$ cat src/design/bilinear_image_resize_top_defines.svh
// Assertion macros shared by the resize design.
// Both macros sample on aclk and are disabled while aresetn is low.
`ifndef BILINEAR_IMAGE_RESIZE_TOP_DEFINES_SVH
`define BILINEAR_IMAGE_RESIZE_TOP_DEFINES_SVH

`define BIR_ASSERT_NOW(label, ante, cons, msg) \
    label: assert property (@(posedge aclk) disable iff (!aresetn) (ante) |-> (cons)) \
        else $error(msg);

`define BIR_ASSERT_NEXT(label, ante, cons, msg) \
    label: assert property (@(posedge aclk) disable iff (!aresetn) (ante) |=> (cons)) \
        else $error(msg);

`endif

$ cat src/design/bir_pkg.sv
`timescale 1ns / 1ps

package bir_pkg;

    localparam int SAMPLE_BITS = 16;
    localparam int COORD_W     = 12;
    localparam int IDX_W       = 12;
    localparam int WEIGHT_W    = 17;
    localparam int CP_W        = SAMPLE_BITS + 16;
    localparam int TOTAL_W     = SAMPLE_BITS + 32;

    localparam logic [WEIGHT_W-1:0] Q_ONE = WEIGHT_W'(65536);

    localparam logic OP_WRITE   = 1'b0;
    localparam logic OP_COMPUTE = 1'b1;

    typedef struct packed {
        logic                          opcode;
        logic [COORD_W-1:0]            row;
        logic [COORD_W-1:0]            col;
        logic signed [SAMPLE_BITS-1:0] sample;
    } in_item_t;

    typedef struct packed {
        logic signed [SAMPLE_BITS-1:0] out_value;
        logic [COORD_W-1:0]            out_row;
        logic [COORD_W-1:0]            out_col;
    } out_item_t;

    typedef struct packed {
        logic [IDX_W-1:0]    lo;
        logic [IDX_W-1:0]    hi;
        logic [WEIGHT_W-1:0] w_lo;
        logic [WEIGHT_W-1:0] w_hi;
    } axis_map_t;

endpackage

$ cat src/design/bir_axis.sv
`timescale 1ns / 1ps

module bir_axis (
    input  logic                      aclk,
    input  logic                      load_coord,
    input  logic                      load_map,
    input  logic [bir_pkg::COORD_W-1:0] coord,
    input  logic [12:0]               target,
    input  logic [19:0]               step,
    input  logic [bir_pkg::IDX_W-1:0] src_last,
    output bir_pkg::axis_map_t        map
);
    import bir_pkg::*;

    localparam int PROD_W = 33;

    logic [PROD_W-1:0] prod_reg;
    logic              scaled_reg;
    axis_map_t         map_reg;
    axis_map_t         map_next;

    logic [PROD_W-1:0] diff;
    logic              negative;
    logic [15:0]       idx_full;
    logic [IDX_W-1:0]  lo;

    always_ff @(posedge aclk) begin
        if (load_coord) begin
            prod_reg   <= {{(PROD_W - COORD_W - 1){1'b0}}, coord, 1'b1}
                          * {{(PROD_W - 20){1'b0}}, step};
            scaled_reg <= (target > 13'd1);
        end
        if (load_map) begin
            map_reg <= map_next;
        end
    end

    always_comb begin
        negative = scaled_reg && (prod_reg < PROD_W'(Q_ONE));
        if (scaled_reg && !negative) begin
            diff = prod_reg - PROD_W'(Q_ONE);
        end else begin
            diff = '0;
        end
        idx_full = diff[32:17];
        if (idx_full > 16'(src_last)) begin
            lo = src_last;
        end else begin
            lo = idx_full[IDX_W-1:0];
        end
        if (negative) begin
            map_next.lo   = '0;
            map_next.hi   = '0;
            map_next.w_lo = Q_ONE;
            map_next.w_hi = '0;
        end else begin
            map_next.lo   = lo;
            map_next.hi   = (lo < src_last) ? lo + IDX_W'(1) : lo;
            map_next.w_hi = {1'b0, diff[16:1]};
            map_next.w_lo = Q_ONE - {1'b0, diff[16:1]};
        end
    end

    assign map = map_reg;

endmodule

$ cat config.mk
export PLATFORM = sky130hd
export DESIGN_NAME = bir_axis
export DESIGN_NICKNAME = d
export VERILOG_FILES = /design/src/design/bilinear_image_resize_top_defines.svh /design/src/design/bir_pkg.sv /design/src/design/bir_axis.sv
export SDC_FILE = /design/constraint.sdc
export NUM_CORES = 1
export LEC_CHECK = 0
export BUFFER_PORTS_ARGS = -buffer_cell sky130_fd_sc_hd__buf_2
export CAP_MARGIN = 40
export CORE_MARGIN = 8
export CORE_UTILIZATION = 40
export CTS_CLUSTER_DIAMETER = 60
export DETAILED_ROUTE_END_ITERATION = 8
export SYNTH_ARGS = -nofsm -noshare
export SYNTH_HDL_FRONTEND = slang
export SYNTH_SLANG_ARGS = --single-unit
$ cat constraint.sdc
create_clock -name aclk -period 7.09 [get_ports aclk]
set_clock_uncertainty 0.15 [all_clocks]
set_input_delay 0.3545 -clock aclk [delete_from_list [all_inputs] [get_ports aclk]]
set_output_delay 0.3545 -clock aclk [all_outputs]
set_load 0.005 [all_outputs]
* After elaboration in Yosys (flattened, before gate mapping)
Index checks and enable logic that the tools add are counted.
W data, S select, Z words.
** Storage, ports and cells
- Flip-flop bits (word level) :: 92
- Input port bits :: 60
- Output and inout bits :: 58
- Word-level logic and storage cells :: 21
** Operators by class
- $add $sub $neg :: 3
- $mul :: 1
- $lt $le $gt $ge :: 4
- Mux-type cells :: 3
- Reduce and logical (&&, ||, !) cells :: 3
** Operators by type and width (count)
- $lt A33 B17 Y1 const B :: 1
- $mul A13 B20 Y33 :: 1
- $mux W33 :: 1
- $sub A33 B17 Y33 const B :: 1
- $mux W12 :: 2
- $sub A17 B16 Y17 const A :: 1
- $gt A16 B12 Y1 :: 1
- $gt A13 B1 Y1 const B :: 1
- $add A12 B1 Y12 const B :: 1
- $lt A12 B12 Y1 :: 1
- $logic_and A1 B1 Y1 :: 2
- $logic_not A1 Y1 :: 1

* Depth between registers and ports, before layout
Gate-level depths: netlist of run 1.
- Depth after elaboration :: 9
- Gate-level depth with buffers :: 26
- Gate-level depth less buffers :: 24

* Worst setup path before layout of run 1
Ideal clock, no wire load.
- Path type :: input-to-reg
- From :: in step[5]
- To :: reg prod_reg[29] (data pin)
- Setup time :: 158 ps
- Arrival time :: 5732 ps
- Required time :: 6782 ps
- Slack :: 1050 ps
- Stages on the path :: 20
- Path buffers :: 1
- Cells stage by stage :: clkbuf_1 -> nand2_1 -> fa_1 -> inv_1 -> fa_1 -> fa_1 -> inv_1 -> fa_1 -> fa_1 -> inv_1 -> ha_1 -> o21a_1 -> o21a_1 -> o22ai_1 -> o21ai_0 -> a22o_1 -> o21bai_1 -> a21o_1 -> or4b_2 -> o211ai_1
** On the way
- Word-level cells in the longest chain between the ends :: 1
** RTL lines
- from (decl) :: line bir_axis.sv:9 : input logic [19:0] step,
- $mul A13 B20 Y33 :: line bir_axis.sv:30 : * {{(PROD_W - 20){1'b0}}, step};
- to (signal assigned) :: line bir_axis.sv:29 : prod_reg <= {{(PROD_W - COORD_W - 1){1'b0}}, coord, 1'b1}
- to (decl) :: line bir_axis.sv:17 : logic [PROD_W-1:0] prod_reg;
Every way passes these cells.
A chain may end at the register's enable or synchronous reset.

* Worst setup path in the final report of run 1
- From :: reg prod_reg[18]
- To :: reg map_reg, in the netlist map[45] (data pin)
** On the way
- Word-level cells in the longest chain between the ends :: 9
- Elaborated cells on any way between the ends :: 11
- Those cells by class :: add/sub: 2; order compare: 3; mux: 3; reduce/logical: 3
** RTL lines
- $lt A33 B17 Y1 :: line bir_axis.sv:39 : negative = scaled_reg && (prod_reg < PROD_W'(Q_ONE));
- $logic_and A1 B1 Y1 :: line bir_axis.sv:39
- $logic_not A1 Y1 :: line bir_axis.sv:40 : if (scaled_reg && !negative) begin
- $logic_and A1 B1 Y1 :: line bir_axis.sv:40
- $mux W33 * :: line bir_axis.sv:40
- $gt A16 B12 Y1 :: line bir_axis.sv:46 : if (idx_full > 16'(src_last)) begin
- $mux W12 * :: line bir_axis.sv:46
- via lo[2] :: line bir_axis.sv:25 : logic [IDX_W-1:0] lo;
- $add A12 B1 Y12 or $lt A12 B12 Y1 (tied branches) :: line bir_axis.sv:58 : map_next.hi = (lo < src_last) ? lo + IDX_W'(1) : lo;
- $mux W12 * :: line bir_axis.sv:58
- to (signal assigned) :: line bir_axis.sv:34 : map_reg <= map_next;
- to (decl) :: line bir_axis.sv:19 : axis_map_t map_reg;
Mark *: on every way through the listed nets, which the timed path passes. The rest lies on a longest branch.

==> results.txt, run 1 <==
Simple-gate portion of the synthesized area = 17.4%
Main combinational cell family by area after synthesis = adder cells
Startpoint types = register
Post-synth top area share = 31.7%
Routed Antenna Nets = 0
Adder-cell share of the synthesized area = 42.0%
DR vias = 8862
Min-Delay Path Class = input port to register
XOR/XNOR share of the synthesized area = 3.08%
CTS tree = built
Peak VDD IR = 0.369 mV
Seq pwr share = 17.5%
Worst Setup Path Type = register to register
CTS Buf Count = 9
Ant. Diodes = 0
Num Clock Sinks = 89
Post-synth EDFFs = 89
Cell internal pwr = 3.32 mW
Iteration-0 DRC Markers = 543
Routed WL = 28600 µm
Reg2Reg Depth = 21
Sequential share of the synthesized area = 21.3%
Synth unique cells = 67
RSZ-0062 raised after global routing = no
GRT overflow = 0
Final Util = 44.6%
CTS Buffer Depth = 2
Final setup fails = 0
Fraction of layout cells with a size suffix above 1 = 12.1%
Measured slew at the worst slew-check pin = 688 ps
Global placer's final weighted congestion = 0.825
Async S/R FF share, synth = 0%
CP arrival = 6370 ps
CP max FO = 12
Area grow syn2layout = 9.63%
Slowest stage cell, crit path = or4_1
Crit-path leading delay family = simple AND/OR/NAND/NOR gates
Final Total Pwr = 6.13 mW
WP buf/inv = 0
Combinational share of power = 75.0%
Finished Layout Cells = 1763
Drt wl/cell = 16.2 µm
Mux cell area share after synthesis = 0.879%
CP Capture Type = register
HPWL after detailed placement = 22500 µm
Number of flip-flops in the largest register = 56
Leak = 6.55 nW
Vias per Instance = 5.03
Main synth FF type = edfxtp_1
Core Footprint = 30700 µm²
Final net count = 1725
Die W = 193 µm
Yosys reg bits = 89
Most frequent CP cell = nand2_1
Clk pwr share = 7.5%
Placed cells = 1748
Worst-path clk slew = 60 ps
Max stage delay on crit path = 690 ps
Fin crit period = 6430 ps
Final Cycle Share = 90.7%
Max Slew Vio Count = 0
Hold Path Stages = 3
F_max = 155 MHz
P per Cell Area = 446 nW/µm²
Syn nets = 1647
Largest area contributor in the netlist = fa_1
Total GRT Usage = 15.8%
Yosys warning total = 0
I/O Buffers = 115
Crit path depth = 21
Setup TNS = 0 ps
Vias in the first global route = 9158
Synth area leaders = fa_1 (32%), edfxtp_1 (21%), ha_1 (10%)
CP Data Required Time = 7030 ps
CTS-repair resized insts = 0
Sw power = 2.80 mW
DR pass1 iterations = 5
Clock latency at the later pin of the worst-skew pair = 340 ps
IO Count = 118
Post-route setup slack = 657 ps
Syn avg cell area = 9.74 µm²
Initial core utilization = 40.7%
Max-Cap Viols = 0
Hold_buf cts = 0
Largest net degree at the start of global routing = 57
Syn Inst Count = 1285
H-tree levels = 3
Post-Syn Area = 12500 µm²
Root Buffer = clkbuf_16
Worst slack, placed = 433 ps
Chip Height = 193 µm
Post-CTS Setup Bufs = 0
First-pass GRT wire length = 47000 µm
Relative slew slack = 54.1%
Row cnt = 64
Compound-Gate Fraction of Synth Area = 6.89%
Crit-path cells = or4_1 > nor2_1 > nand3_1 > nand2_1 > nor2_1 > ha_1 > nor2b_1 > o211ai_1 > a21oi_1 > o311ai_0 > and2_1 > a22o_2 > ha_1 > a211oi_1 > nand2_1 > nand2_1 > a41oi_1 > nor3_4 > nand4_4 > nor4_1 > mux2_2
Outcome = finished, final reports clean
Die footprint = 37200 µm²
Initial antenna violation count = 0
Sw frac = 45.8%
Final Hold Vio Count = 0
# DRC = 0
-- through the flow --
stage,hold WS (ps),cell area (µm²)
final,152,13700
after global routing,178,13700
after CTS,164,13700
after detailed placement,417,13400
after global placement,418,13400
after floorplan,317,12500
-- final cells by class --
cell class / count / area [µm²]
inverter: 215 / 807
sequential: 89 / 2670
clock buffer: 9 / 225
tap: 396 / 495
fill: 3064 / 17000
clock inverter: 6 / 67.6
multi-input combinational: 923 / 8810
timing repair buffer: 125 / 651
-- worst paths after layout --
path                                             start                     to  slack [ps]
worst max-delay path            prod_reg[18]$_DFFE_PP_  map[45]$_SDFFCE_PP0P_         660
worst min-delay path                         target[8]   scaled_reg$_DFFE_PP_         150
worst max register to register  prod_reg[18]$_DFFE_PP_  map[45]$_SDFFCE_PP0P_         660
worst min register to register  prod_reg[15]$_DFFE_PP_  map[14]$_SDFFCE_PP0P_         430
-- power by group through the flow --
stage	clock, mW	combinational [mW]	sequential (mW)
floorplan	0	3.54	1.07
global placement	0	4.52	1.08
detailed placement	0	4.57	1.08
CTS	0.472	4.61	1.07
global route	0.494	5.25	1.09
finish	0.462	4.59	1.07
-- per-layer routing --
metal,up-vias,GRT usage [%],routed length (µm)
li1,4255,-,-
met1,4347,23.3,14200
met2,240,24.8,12600
met3,20,2.28,1630
met4,0,2.60,255
met5,-,0,0
-- worst min-delay path, stage by stage --
cell and delay (ps):
buf_2 70, nor4_1 30, nand3_1 70
-- cells in the mapped netlist, types with 4 or more instances --
cell type / number
inv_1: 215
a21oi_1: 29
o211ai_1: 7
or2_2: 4
o21ai_0: 22
o21bai_1: 4
and3_1: 4
and2_1: 110
xnor2_1: 30
nand4_1: 9
mux2_2: 7
nor4_1: 7
nand2_1: 186
o21a_1: 7
or4_1: 8
a21o_1: 10
a22o_1: 7
nor3_1: 8
nand3_1: 13
a22o_2: 4
xor2_1: 14
a31oi_1: 6
clkbuf_1: 52
nor2_1: 60
or3_1: 10
edfxtp_1: 89
ha_1: 104
nand2b_1: 6
fa_1: 198
-- cell usage in the layout (no fill, tap or decap), types with 10 or more instances in the layout --
cell type / n
a21o_1: 10
a21oi_1: 29
and2_1: 110
buf_2: 115
buf_4: 10
edfxtp_1: 89
fa_1: 198
ha_1: 104
inv_1: 215
nand2_1: 186
nand3_1: 13
nor2_1: 60
o21ai_0: 22
or3_1: 10
xnor2_1: 30
xor2_1: 14
-- cells by family (layout without fill, tap and decap cells) --
| family | count (synthesis) | after routing |
|---|---|---|
| and+or+nand+nor | 441 | 441 |
| adders and majority gates | 302 | 302 |
| muxes | 10 | 10 |
| xor gates and xnor gates | 44 | 44 |
| other | 1 | 1 |
| AOI/OAI and AO/OA | 125 | 125 |
| DFF | 89 | 89 |
| buffers and inverters | 273 | 355 |
Note: power is estimated with default switching activity, not from simulation.
==> inputs of run 2 (changes only) <==
Settings changed: ABC_AREA from default to 1, CORE_MARGIN 8 to 2.
==> run 2 against run 1 <==
Via count up 9.7%. Largest cell class unchanged. Worst hold slack worse by 13 ps. Fmax up 12%. Routed wire length up 1.7%. Synthesized cell count up 20%. Register-to-register slack better by 1400 ps. Power up 0.11%.
==> results.txt, run 2 <==
Global placer's final weighted congestion = 0.849 (+3.0%)
Vias per Instance = 4.81 (-4.2%)
Reg2Reg Depth = 26 (+24%)
Combinational share of power = 74.3% (-0.7 points)
GRT overflow = 0 (unchanged)
Synth unique cells = 47 (-30%)
Drt wl/cell = 14.4 µm (-11%)
Post-synth top area share = 30.7% (-1.0 points)
Row cnt = 65 (+1.6%)
Cell internal pwr = 3.11 mW (-6.3%)
Fraction of layout cells with a size suffix above 1 = 10.3% (-1.8 points)
CTS Buf Count = 9 (unchanged)
CP max FO = 20 (+8)
Sequential share of the synthesized area = 20.7% (-0.67 points)
Peak VDD IR = 0.342 mV (-7.5%)
Chip Height = 184 µm (-4.7%)
Dominant cell by count in the synthesized netlist = nand2_1
Syn Inst Count = 1538 (+20%)
Yosys reg bits = 89 (unchanged)
Reg-to-reg slack, setup = 2020 ps (+1360 ps)
CTS tree = built
Sw frac = 49.2% (+3.5 points)
First-pass GRT wire length = 49700 µm (+5.8%)
Final net count = 1974 (+14%)
H-tree levels = 3 (unchanged)
F_max = 174 MHz (+12%)
Seq pwr share = 17.9% (+0.4 points)
I/O Buffers = 115 (unchanged)
CTS-repair resized insts = 0 (unchanged)
Die footprint = 33800 µm² (-9.3%)
Worst-path clk slew = 60 ps (about the same)
Largest area contributor in the netlist = fa_1
Area grow syn2layout = 9.02%
Syn avg cell area = 8.41 µm² (-14%)
Reg-to-Reg End = map[40]$_SDFFCE_PP0P_
Root Buffer = clkbuf_16
Iteration-0 DRC Markers = 584 (+7.6%)
Most common cell after layout, fill and taps aside = nand2_1
Routed Antenna Nets = 0 (unchanged)
Main synth FF type = edfxtp_1
Initial antenna violation count = 0 (unchanged)
Total GRT Usage = 18.3% (+2.5 points)
Final Cycle Share = 81.0% (-9.7 points)
Number of flip-flops in the largest register = 56 (unchanged)
Reg2Reg Launch Point = prod_reg[21]$_DFFE_PP_
Hold_buf cts = 0 (unchanged)
Max Slew Vio Count = 0 (unchanged)
Most frequent cells in the layout = nand2_1 (406), inv_1 (358), fa_1 (198)
Worst hold slack = 139 ps (-12.7 ps)
Min-Delay Path Class = input port to register
Post-CTS Setup Bufs = 0 (unchanged)
RSZ-0062 raised after global routing = no
Async S/R FF share, synth = 0% (unchanged)
Num Clock Sinks = 89 (unchanged)
Sw power = 3.02 mW (+7.7%)
Post-synth EDFFs = 89 (unchanged)
Leak = 7.68 nW (+17%)
CP Data Required Time = 7040 ps (about the same)
Startpoint types = input port
Clk pwr share = 7.8% (+0.3 points)
Vias in the first global route = 10238 (+12%)
Syn nets = 1900 (+15%)
Final setup fails = 0 (unchanged)
Max-Cap Viols = 0 (unchanged)
Synth area leaders = fa_1 (31%), edfxtp_1 (21%), nand2_1 (12%)
Measured slew at the worst slew-check pin = 689 ps (+0.955 ps)
DR vias = 9720 (+9.7%)
Core Footprint = 31700 µm² (+3.1%)
CTS Buffer Depth = 2 (unchanged)
# DRC = 0 (unchanged)
Setup TNS = 0 ps (unchanged)
DR pass1 iterations = 6 (+1)
Top post-synthesis cells by count = nand2_1 (406), inv_1 (358), fa_1 (198), ha_1 (104), nor2_1 (95)
Ant. Diodes = 0 (unchanged)
Crit path to = prod_reg[30]$_DFFE_PP_
P per Cell Area = 435 nW/µm² (-2.5%)
Largest net degree at the start of global routing = 57 (unchanged)
Post-Syn Area = 12900 µm² (+3.2%)
Die W = 184 µm (-4.7%)
Yosys warning total = 0 (unchanged)
IO Count = 118 (unchanged)
Outcome = finished, final reports clean
Initial core utilization = 40.8% (about the same)
Relative slew slack = 54.1% (-0.064 points)
CP Capture Type = register
Routed WL = 29100 µm (+1.7%)
Worst Setup Path Type = input port to register
CP arrival = 5690 ps (-680 ps)
Final Hold Vio Count = 0 (unchanged)
Setup crit start = coord[1]
Fin crit period = 5740 ps (-689 ps)
Clock latency at the later pin of the worst-skew pair = 340 ps (about the same)
HPWL after detailed placement = 23600 µm (+5.0%)
run 2: cell count changes after synthesis, moves of 8 or more:
cell     before  now
nor2_1       60   95
nand3_1      13   33
xnor2_1      30   11
a21oi_1      29   51
and2_1      110    1
inv_1       215  358
or4_1         8    0
xor2_1       14   29
nand2_1     186  406
or3_1        10    0
run 2: through the flow:
stage	util (%)	total power [mW]	area, µm²	std cells	setup slack, ps
floorplan	-	4.60	12900	1538	1690
global placement	43.5	5.59	13800	2003	1030
detailed placement	43.5	5.67	13800	2003	962
finish	44.4	6.13	14100	2019	1350
CTS	44.4	6.19	14100	2019	1320
global route	44.4	6.91	14100	2019	933
run 2: worst min-delay path by stage:
stage                             to  cells after the start                  start  slack [ps]
2_1_floorplan  map[10]$_SDFFCE_PP0P_                      0               load_map         320
3_3_place_gp   map[17]$_SDFFCE_PP0P_                      2  prod_reg[1]$_DFFE_PP_         420
3_5_place_dp   map[17]$_SDFFCE_PP0P_                      2  prod_reg[1]$_DFFE_PP_         430
4_1_cts         scaled_reg$_DFFE_PP_                      3              target[9]         140
5_1_grt         scaled_reg$_DFFE_PP_                      3              target[9]         160
6_report        scaled_reg$_DFFE_PP_                      3              target[9]         140
run 2: layout make-up:
class	instances	area, µm²
repair buffers	117	591
multi-input cells	1030	8650
well taps	402	503
clock buffers	10	229
flip-flops and latches	89	2670
clock inverters	6	76.3
inverters	365	1370
fillers	3183	17600
run 2: cell families after synthesis:
group           share of synthesized area, %
simple gates                            19.0
buf+inv                                 12.4
fa+ha+maj                               40.7
compound gates                          4.51
flops                                   20.7
xor+xnor                                2.71
other cells                           0.0290
run 2: layer usage:
layer	share of wire (%)	vias to the layer above	track usage, %
met5	0	-	0
met4	1.3	0	3.58
met3	4.3	25	1.78
met2	49	228	32.1
met1	46	4711	24.7
li1	-	4756	-
run 2: power groups by stage:
| stage | Clock (mW) | Sequential (mW) | Combinational [mW] |
|---|---|---|---|
| after floorplan | 0 | 1.11 | 3.49 |
| after global placement | 0 | 1.11 | 4.49 |
| after detailed placement | 0 | 1.11 | 4.56 |
| after CTS | 0.491 | 1.10 | 4.60 |
| after global routing | 0.512 | 1.12 | 5.28 |
| final | 0.481 | 1.10 | 4.56 |
run 2: worst max-delay path, cell delays in order:
cell      delay [ps]
buf_2            380
nand2_1          100
inv_1             80
fa_1             430
fa_1             510
inv_1             70
fa_1             500
inv_1             40
ha_1             260
inv_1             50
fa_1             520
inv_1             40
ha_1             340
a21oi_1          160
nand2_1           90
a21oi_1          130
o21ai_0          130
a21boi_0         430
o21bai_1         220
a21oi_1          300
o21ai_0          210
nand2_1          100
nand2_1           60
xor2_1           140
